$ cat config.mk
export PLATFORM = sky130hd
export DESIGN_NAME = i2c_slave_buffer_controller
export DESIGN_NICKNAME = d
export VERILOG_FILES = /design/src/rtl/i2csbc_pkg.sv /design/src/rtl/i2c_slave_buffer_controller.sv
export SDC_FILE = /design/constraint.sdc
export NUM_CORES = 1
export LEC_CHECK = 0
export BUFFER_PORTS_ARGS = -buffer_cell sky130_fd_sc_hd__buf_2
export CORE_UTILIZATION = 54
export DETAILED_ROUTE_END_ITERATION = 10
export PLACE_DENSITY = 0.76
export SYNTH_ARGS = -nofsm -noshare
export SYNTH_HDL_FRONTEND = slang
export SYNTH_SLANG_ARGS = --single-unit
$ cat constraint.sdc
create_clock -name clock -period 3.25 [get_ports clock]
set_input_delay 0.325 -clock clock [delete_from_list [all_inputs] [get_ports clock]]
set_output_delay 0.325 -clock clock [all_outputs]
set_load 0.03 [all_outputs]
$ cat src/rtl/i2csbc_pkg.sv
// ----------------------------------------------------------------------------
// i2csbc_pkg
// types and codes of the buffered i2c slave transfer controller
// ----------------------------------------------------------------------------
`default_nettype none

package i2csbc_pkg;

   typedef enum logic [1:0] {
      REQ_LOAD  = 2'd0,
      REQ_ARM   = 2'd1,
      REQ_READ  = 2'd2,
      REQ_EVENT = 2'd3
   } req_kind_type;

   typedef enum logic [1:0] {
      CMD_NONE          = 2'd0,
      CMD_CONTINUE      = 2'd1,
      CMD_COMPLETE      = 2'd2,
      CMD_COMPLETE_NACK = 2'd3
   } cmd_type;

   typedef enum logic [1:0] {
      STAT_NONE    = 2'd0,
      STAT_RX_DATA = 2'd1,
      STAT_TX_OK   = 2'd2
   } stat_type;

   typedef struct packed {
      logic [1:0] req_type;
      logic [3:0] index;
      logic [7:0] data;
      logic [4:0] msg_size;
      logic [7:0] raw_status;
      logic       bus_error;
      logic       addr_stop_event;
      logic       data_event;
      logic       collision;
      logic       is_address;
      logic       master_reads;
      logic       master_nacked;
   } req_item_type;

   typedef struct packed {
      logic [7:0] out_byte;
      logic       out_byte_valid;
      logic [1:0] bus_command;
      logic       busy_flag;
      logic [1:0] transfer_status;
      logic [7:0] error_value;
      logic       armed_flag;
   } rsp_item_type;

endpackage

`default_nettype wire

$ cat src/rtl/i2c_slave_buffer_controller.sv
// ----------------------------------------------------------------------------
// i2c_slave_buffer_controller
// buffered i2c slave transfer controller with a synchronous message buffer
// ----------------------------------------------------------------------------
// Usage:
// - req_* carries host requests (load, arm, read) and decoded bus events;
//   rsp_* returns exactly one result per request, in order.
// - a transfer happens on a clock edge with valid high and stall low.
// - a result's control fields and buffer read are registered on its request
//   transfer in the buffer-read stage and move on into the output register,
//   which drives rsp_valid; a stall on rsp_stall holds them where they are.
// - throughput: one request per cycle while req_stall is low; every request
//   is at most one buffer access, and the control registers update on the
//   request transfer itself, so successive requests never wait on each other.
// - when rsp_stall holds, one result waits in the output register and one
//   more in the buffer-read stage; req_stall rises only when both are full.
// - reset (synchronous) clears the pointer, expected size, status, error,
//   busy and armed state and empties the pipeline; the buffer contents are
//   not cleared and must be loaded before they are read.
// ----------------------------------------------------------------------------
`default_nettype none

module i2c_slave_buffer_controller
   import i2csbc_pkg::*;
#(
   parameter int BUF_DEPTH = 16
) (
   input  wire logic         clock,
   input  wire logic         reset,
   input  wire logic         req_valid,
   output logic              req_stall,
   input  wire req_item_type req_item,
   output logic              rsp_valid,
   input  wire logic         rsp_stall,
   output rsp_item_type      rsp_item
);

   localparam int AW = (BUF_DEPTH > 1) ? $clog2(BUF_DEPTH) : 1;
   localparam int PW = $clog2(BUF_DEPTH + 1);
   localparam int CW = ((PW > 5) ? PW : 5) + 1;
   localparam logic [PW-1:0] DEPTH_P = PW'(BUF_DEPTH);

   // control state
   logic [PW-1:0] ptr_ff, ptr_in;
   logic [4:0]    exp_size_ff, exp_size_in;
   logic [1:0]    status_ff, status_in;
   logic [7:0]    error_ff, error_in;
   logic          busy_ff, busy_in;
   logic          armed_ff, armed_in;

   // buffer memory
   logic [7:0]    buf_mem [BUF_DEPTH];
   logic [7:0]    rd_data_ff;
   logic          mem_we, mem_re;
   logic [AW-1:0] mem_waddr, mem_raddr;

   // pipeline
   logic          s1_valid_ff, s1_valid_in;
   rsp_item_type  s1_item_ff, s1_item_in;
   logic          rsp_valid_ff, rsp_valid_in;
   rsp_item_type  rsp_item_ff, rsp_item_in;

   logic          accept, s1_advance, idx_ok;
   logic [PW-1:0] ptr_inc;
   logic [1:0]    cmd;
   logic          byte_valid;

   assign s1_advance = s1_valid_ff & (~rsp_valid_ff | ~rsp_stall);
   assign req_stall  = s1_valid_ff & rsp_valid_ff & rsp_stall;
   assign accept     = req_valid & ~req_stall;
   assign idx_ok     = 32'(req_item.index) < BUF_DEPTH;
   assign ptr_inc    = ptr_ff + PW'(1);

   always_comb begin
      ptr_in      = ptr_ff;
      exp_size_in = exp_size_ff;
      status_in   = status_ff;
      error_in    = error_ff;
      busy_in     = busy_ff;
      armed_in    = armed_ff;
      mem_we      = 1'b0;
      mem_re      = 1'b0;
      mem_waddr   = AW'(req_item.index);
      mem_raddr   = AW'(req_item.index);
      cmd         = CMD_NONE;
      byte_valid  = 1'b0;
      case (req_kind_type'(req_item.req_type))
         REQ_LOAD: begin
            mem_we = accept & ~busy_ff & idx_ok;
         end
         REQ_ARM: begin
            if (!busy_ff) begin
               exp_size_in = req_item.msg_size;
               status_in   = STAT_NONE;
               error_in    = 8'd0;
               busy_in     = 1'b1;
               armed_in    = 1'b1;
            end
         end
         REQ_READ: begin
            byte_valid = idx_ok;
            mem_re     = accept & idx_ok;
         end
         REQ_EVENT: begin
            if (!armed_ff) begin
               cmd = CMD_NONE;
            end else if (req_item.bus_error) begin
               error_in = req_item.raw_status;
               busy_in  = 1'b0;
               cmd      = CMD_CONTINUE;
            end else if (req_item.addr_stop_event && !req_item.data_event) begin
               if (req_item.collision) begin
                  busy_in  = 1'b0;
                  error_in = req_item.raw_status;
                  ptr_in   = '0;
                  cmd      = CMD_COMPLETE;
               end else if (req_item.is_address) begin
                  busy_in = 1'b1;
                  ptr_in  = '0;
                  cmd     = CMD_CONTINUE;
               end else begin
                  busy_in  = 1'b0;
                  armed_in = 1'b0;
                  cmd      = CMD_COMPLETE;
               end
            end else if (req_item.data_event && !req_item.addr_stop_event) begin
               if (req_item.master_reads) begin
                  if ((req_item.master_nacked && ptr_ff != '0) || ptr_ff >= DEPTH_P) begin
                     if (CW'(ptr_ff) == CW'(exp_size_ff)) begin
                        status_in = STAT_TX_OK;
                     end else begin
                        error_in = req_item.raw_status;
                     end
                     cmd = CMD_COMPLETE;
                  end else begin
                     mem_re     = accept;
                     mem_raddr  = AW'(ptr_ff);
                     byte_valid = 1'b1;
                     ptr_in     = ptr_inc;
                     cmd        = CMD_CONTINUE;
                  end
               end else if (ptr_ff >= DEPTH_P) begin
                  ptr_in = '0;
                  cmd    = CMD_COMPLETE_NACK;
               end else begin
                  mem_we    = accept;
                  mem_waddr = AW'(ptr_ff);
                  status_in = STAT_RX_DATA;
                  // stop after one byte past the expected size or at the buffer end
                  if (CW'(ptr_inc) == CW'(exp_size_ff) + CW'(1) || ptr_inc == DEPTH_P) begin
                     ptr_in = '0;
                     cmd    = CMD_COMPLETE_NACK;
                  end else begin
                     ptr_in = ptr_inc;
                     cmd    = CMD_CONTINUE;
                  end
               end
            end
         end
         default: begin
            cmd = CMD_NONE;
         end
      endcase
   end

   always_comb begin
      s1_item_in                 = s1_item_ff;
      s1_item_in.out_byte        = 8'd0;
      s1_item_in.out_byte_valid  = byte_valid;
      s1_item_in.bus_command     = cmd;
      s1_item_in.busy_flag       = busy_in;
      s1_item_in.transfer_status = status_in;
      s1_item_in.error_value     = error_in;
      s1_item_in.armed_flag      = armed_in;

      rsp_item_in          = s1_item_ff;
      rsp_item_in.out_byte = s1_item_ff.out_byte_valid ? rd_data_ff : 8'd0;

      s1_valid_in  = accept | (s1_valid_ff & ~s1_advance);
      rsp_valid_in = s1_advance | (rsp_valid_ff & rsp_stall);
   end

   always_ff @(posedge clock) begin
      if (reset) begin
         ptr_ff       <= '0;
         exp_size_ff  <= '0;
         status_ff    <= STAT_NONE;
         error_ff     <= '0;
         busy_ff      <= 1'b0;
         armed_ff     <= 1'b0;
         s1_valid_ff  <= 1'b0;
         rsp_valid_ff <= 1'b0;
      end else begin
         if (accept) begin
            ptr_ff      <= ptr_in;
            exp_size_ff <= exp_size_in;
            status_ff   <= status_in;
            error_ff    <= error_in;
            busy_ff     <= busy_in;
            armed_ff    <= armed_in;
         end
         s1_valid_ff  <= s1_valid_in;
         rsp_valid_ff <= rsp_valid_in;
      end
   end

   always_ff @(posedge clock) begin
      if (accept) begin
         s1_item_ff <= s1_item_in;
      end
      if (s1_advance) begin
         rsp_item_ff <= rsp_item_in;
      end
   end

   always_ff @(posedge clock) begin
      if (mem_we) begin
         buf_mem[mem_waddr] <= req_item.data;
      end
      if (mem_re) begin
         rd_data_ff <= buf_mem[mem_raddr];
      end
   end

   assign rsp_valid = rsp_valid_ff;
   assign rsp_item  = rsp_item_ff;

endmodule

`default_nettype wire

* Word level (Yosys, flattened, before mapping)
Memories as Yosys holds them, arrays and structs flattened. A register that Yosys moved wholly into a read port is not among the register bits.
Index checks and enable logic that the tools add are counted.
** Cells by class
- Add/subtract/negate cells :: 2
- $mul :: 0
- Div/mod/pow operators :: 0
- Magnitude comparators :: 1
- Eq/ne operators :: 8
- Shifts and indexed selects :: 0
- Muxes and demuxes :: 86
- Bitwise operators :: 18
- Reduce and logical (&&, ||, !) cells :: 14
** Operator list (number)
- 2-to-1 mux 8 bit :: 9
- 2-to-1 mux 4 bit :: 14
- 2-to-1 mux 5 bit :: 8
- 2-to-1 mux 2 bit :: 17
- 2-to-1 mux 1 bit :: 31
- case mux 8 bit (2 select lines) :: 1
- case mux 1 bit (2 select lines) :: 5
- NOT 1 bit :: 8
- AND 1 bit :: 7
- AND reduction 7 bit :: 1
- adder 5 x 1 -> 6 bit (second input constant) :: 1
- == test 5 x 6 -> 1 bit :: 1
- != test 3 bit (second input constant) :: 2
- adder 5 x 1 -> 5 bit (second input constant) :: 1
- == test 5 bit :: 1
- == test 5 bit (second input constant) :: 1
- >= comparator 5 bit (second input constant) :: 1
- nonzero test 5 bit :: 1
- == test 2 bit (second input constant) :: 2
- case mux 2 bit (2 select lines) :: 1
- logical AND 1 bit :: 3
- bitwise OR 1 bit :: 3
- AND reduction 3 bit :: 1
- OR reduction 3 bit :: 1
- 6 further kinds :: 8
** Storage, ports and cells
- Bits in registers :: 62
- Bits in latches :: 0
- RAM bits :: 128
- Bits in read-only memories :: 0
- Input bits :: 38
- Output and inout port bits :: 25
- Logic and storage cells :: 152
- Memories kept :: 1
** Memory list
- buf_mem :: depth 16, bits a word 8, read ports 1, clocked after memory_dff 1, wr ports 1, RTL line i2c_slave_buffer_controller.sv:52 : logic [7:0] buf_mem [BUF_DEPTH];

* Longest topological paths before layout
- Word-level depth :: 13
- Depth in mapped cells :: 12

* Least setup slack after synthesis
No wires, ideal clock.
- Path kind :: register to register
- Start :: register ptr_ff[1]
- End :: register rd_data_ff[6] (read register of buf_mem) (data pin)
- Library setup time :: 0.272 ns
- Data arrival time :: 2.978 ns
- Required time :: 2.978 ns
- Slack :: 0.001 ns
- Stages on the path, launching flop included :: 11
- Clock period less this slack :: 3.249 ns
- Cell sequence :: dfxtp_1 > clkbuf_1 > inv_1 > ha_1 > nor4b_4 > o2111ai_4 > mux2i_4 > buf_2 > mux2i_1 > a2bb2o_1 > or4_1
** On the way
- Longest elaborated chain between the ends :: 10
** RTL lines
- start: declaration :: RTL line i2c_slave_buffer_controller.sv:44 : logic [PW-1:0] ptr_ff, ptr_in;
- start signal: assignment :: RTL line i2c_slave_buffer_controller.sv:195 : ptr_ff <= ptr_in;
- parallel branches: the longest is 10 deep, another holds >= comparator 5 bit
- end: declaration :: RTL line i2c_slave_buffer_controller.sv:53 : logic [7:0] rd_data_ff;
Parallel ways; which one is timed is not known.
A chain may end at the register's enable or synchronous reset.

* Worst setup path in the final report
- Start :: register ptr_ff[1]
- End :: register rd_data_ff[0] (read register of buf_mem) (data pin)
The elaborated chain is that of the path after synthesis.

==> impl_metrics.toml <==
[detailed_routing]
routed_wirelength_mm = 18.6
wl_per_cell_um = 20.2
final_antenna_net_count = 0
drtIter0Drc = 653
remaining_drc_errors = 0
routed-via-count = 5517
drtPass1Iterations = 6
via_per_inst = 6.02

[sta]
fin_setup_tns_ps = 0
slew_viol_final = 0
relSlewSlack_pct = 29.8
hold_viol = 0
rsz0062_at_grt = "no"
setup-violations-final = 0
fmax_mhz = 327
min_period_over_period_pct = 94.0
period_needed_ps = 3060
finClkSkew_ps = 8.02
tightest_slew_ps = 1040

[worst_setup_path]
slowest_stage = "or4_1"
worstPathCellList = "inv_1, ha_1, nor4b_4, o2111ai_4, mux2i_4, buf_4, mux2_2, a22o_1, or4_1"
crit_buf_inv = 2
required_ps = 3410
endpoint_kind = "flop"
worstPathArrival_ps = 3210
critPathLaunchType = "flop"
path_delay_family = "simple AND/OR/NAND/NOR gates"
cp_slowest_stage_delay_ps = 530
cp_max_fo = 10
critPathKind = "flop to flop"

[die]
die_area_mm2 = 0.0164
row_count = 45
core_area_mm2 = 0.0154
die_w_um = 128
die_y_um = 128
num_io_pins = 63
start_util_pct = 55.8

[grt]
grt_pass1_wl_mm = 28.9
gr-total-overflow = 0
grt_max_degree = 24
antenna_found_initial = 0
track_usage_pct = 23.8
grt_pass1_vias = 5152

[cts]
root_buffer = "clkbuf_16"
path_clk_slew_ps = 70
numCtsBuffers = 17
htree_levels = 4
cts_tree = "built"
cts_max_path_buffers = 2
clk_latency_ps = 430
clock_sinks = 198
post_cts_resized = 0
ctsHoldBuffers = 0
cts_setup_buffers = 0

[place]
io_buffer_count = 62
place_congestion = 0.904
dp_hpwl_mm = 12.7
dpl_cell_area_mm2 = 0.00937

[synthesis]
yosys.area.top_type_share_pct = 60.9
ys_ff_latch = 198
yosysTopAreaCell = "edfxtp_1"
seq_area_frac_synth_pct = 66.5
syn_area_mm2 = 0.00858
synth_warnings = 0
synth-edff-count = 174
synth_top_flop_cell = "edfxtp_1"
async_flop_share_pct = 0
synthesis.nets = 644
ys_types = 63
syn_avg_cell_area_um2 = 14.4
synth_area_leaders = "edfxtp_1 61%, mux2_2 5.6%, dfxtp_1 5.6%"
synth_cells = 596

[final_layout]
final_area_mm2 = 0.00990
fin_nets = 741
drive_gt1_share_pct = 25.5
diodes = 0
synthToLayoutAreaGrowth_pct = 15.4

[flow_run]
cap_viol_max_count = 0

[pwr]
intPower_w = 0.00392
power.switching_w = 0.00116
sw_frac_of_total_pct = 22.8
powerDensity_mw_per_mm2 = 514
p_seq_share_pct = 55.6
power.leakage_nw = 3.61
power.share.clock_pct = 37.6
ir_drop_mv = 0.435
comb_power_share_pct = 6.8

[run_status]
status = "complete, no violations"

[worst_hold_path]
min_path_type = "primary input to flop"
[cell families after synthesis]
logic type	synth area share (%)
multiplexers	9.73
buffers and inverters	2.25
AO/OA/AOI/OAI	10.1
XOR/XNOR	1.02
AND/OR/NAND/NOR	8.97
adder cells (fa/ha/maj)	1.46
flip-flops	66.5
[power by group through the flow]
stage / Combinational [W] / Clock, W / Sequential, W
5_1_grt: 0.000371 / 0.00203 / 0.00283
3_3_place_gp: 0.000326 / 0 / 0.00288
6_report: 0.000344 / 0.00191 / 0.00283
2_1_floorplan: 0.000179 / 0 / 0.00291
3_5_place_dp: 0.000339 / 0 / 0.00288
4_1_cts: 0.000341 / 0.00193 / 0.00283
[sequential cells by signal, indices dropped and copies added, names as in the netlist]
| register | flops |
|---|---|
| rsp_valid | 1 |
| buf_mem | 128 |
| armed_ff | 1 |
| error_ff | 8 |
| rsp_item_in | 15 |
| status_ff | 2 |
| busy_ff | 1 |
| s1_valid_ff | 1 |
| ptr_ff | 5 |
| rd_data_ff | 8 |
| exp_size_ff | 5 |
| rsp_item | 23 |
[worst paths after layout]
| check | startpoint | end | slack, ps | depth (start not counted) |
|---|---|---|---|---|
| setup reg to reg | ptr_ff[1] | rd_data_ff[0] | 190 | 9 |
| hold reg to reg | rsp_item_in[2] | rsp_item[2] | 420 | 0 |
| setup / recovery | ptr_ff[1] | rd_data_ff[0] | 190 | 9 |
| hold / removal | req_item[15] | exp_size_ff[0] | 130 | 3 |
[cell usage in the layout (no fill, tap or decap), types with 4 or more instances in the layout]
cell / count
buf_2: 62
xnor2_1: 6
a22oi_1: 12
o2bb2ai_1: 6
xor2_1: 4
a221oi_1: 8
nor3_1: 11
nor2_1: 43
mux2i_1: 26
or4_1: 7
ha_1: 10
buf_4: 36
inv_1: 20
o221ai_1: 8
nand4_1: 7
nand3_1: 16
a31oi_1: 7
a21oi_1: 23
nand2b_1: 6
a22o_1: 12
clkbuf_16: 17
clkinv_1: 4
nor2b_1: 4
dfxtp_1: 24
a2bb2o_1: 6
and2_1: 11
mux2_2: 43
edfxtp_1: 174
mux2_1: 6
nand2_1: 24
[routing by layer]
layer,share of wire (%),wire length [µm],global-route usage (%),vias up
met4,1.4,251,7.13,0
li1,-,-,-,2532
met5,0,0,0,-
met3,7.0,1300,5.22,31
met1,45,8310,34.2,2717
met2,47,8700,36.6,237
[layout make-up]
| cell class | count | area, µm² |
|---|---|---|
| sequential | 198 | 5710 |
| clock inverter | 13 | 97.6 |
| tap | 211 | 264 |
| inverter | 21 | 78.8 |
| timing repair buffer | 100 | 621 |
| multi-input combinational | 355 | 2700 |
| fill | 1113 | 5470 |
| clock buffer | 19 | 433 |
[through the flow]
step,std cells,util [%],setup slack (ps),hold WS (ps),power [W]
2_1_floorplan,596,-,0.641,400,0.00309
3_3_place_gp,885,60.9,219,401,0.00321
3_5_place_dp,885,60.9,120,408,0.00322
4_1_cts,917,64.4,204,120,0.00510
5_1_grt,917,64.4,54.9,147,0.00523
6_report,917,64.4,194,127,0.00509
[cells in the mapped netlist, drive strengths merged (4+ instances only)]
cell	n
a31oi	7
nand3	16
nand2b	6
o21ai	4
ha	10
or4	7
inv	20
a2bb2o	6
xnor2	6
o221ai	8
nor3	11
a221oi	8
clkbuf	11
nand4	7
a21oi	23
nor2	44
nand2	24
xor2	4
nor2b	4
mux2	49
o2bb2ai	6
o2111ai	4
a22oi	12
and2	11
dfxtp	24
buf	11
mux2i	27
a22o	12
edfxtp	174
[worst register-to-register path: stages (launching register included)]
cell and delay, ps:
dfxtp_1 310, inv_1 100, ha_1 170, nor4b_4 330, o2111ai_4 200, mux2i_4 320, buf_4 250, mux2_2 360
a22o_1 220, or4_1 530
Note: power is estimated with default switching activity, not from simulation.
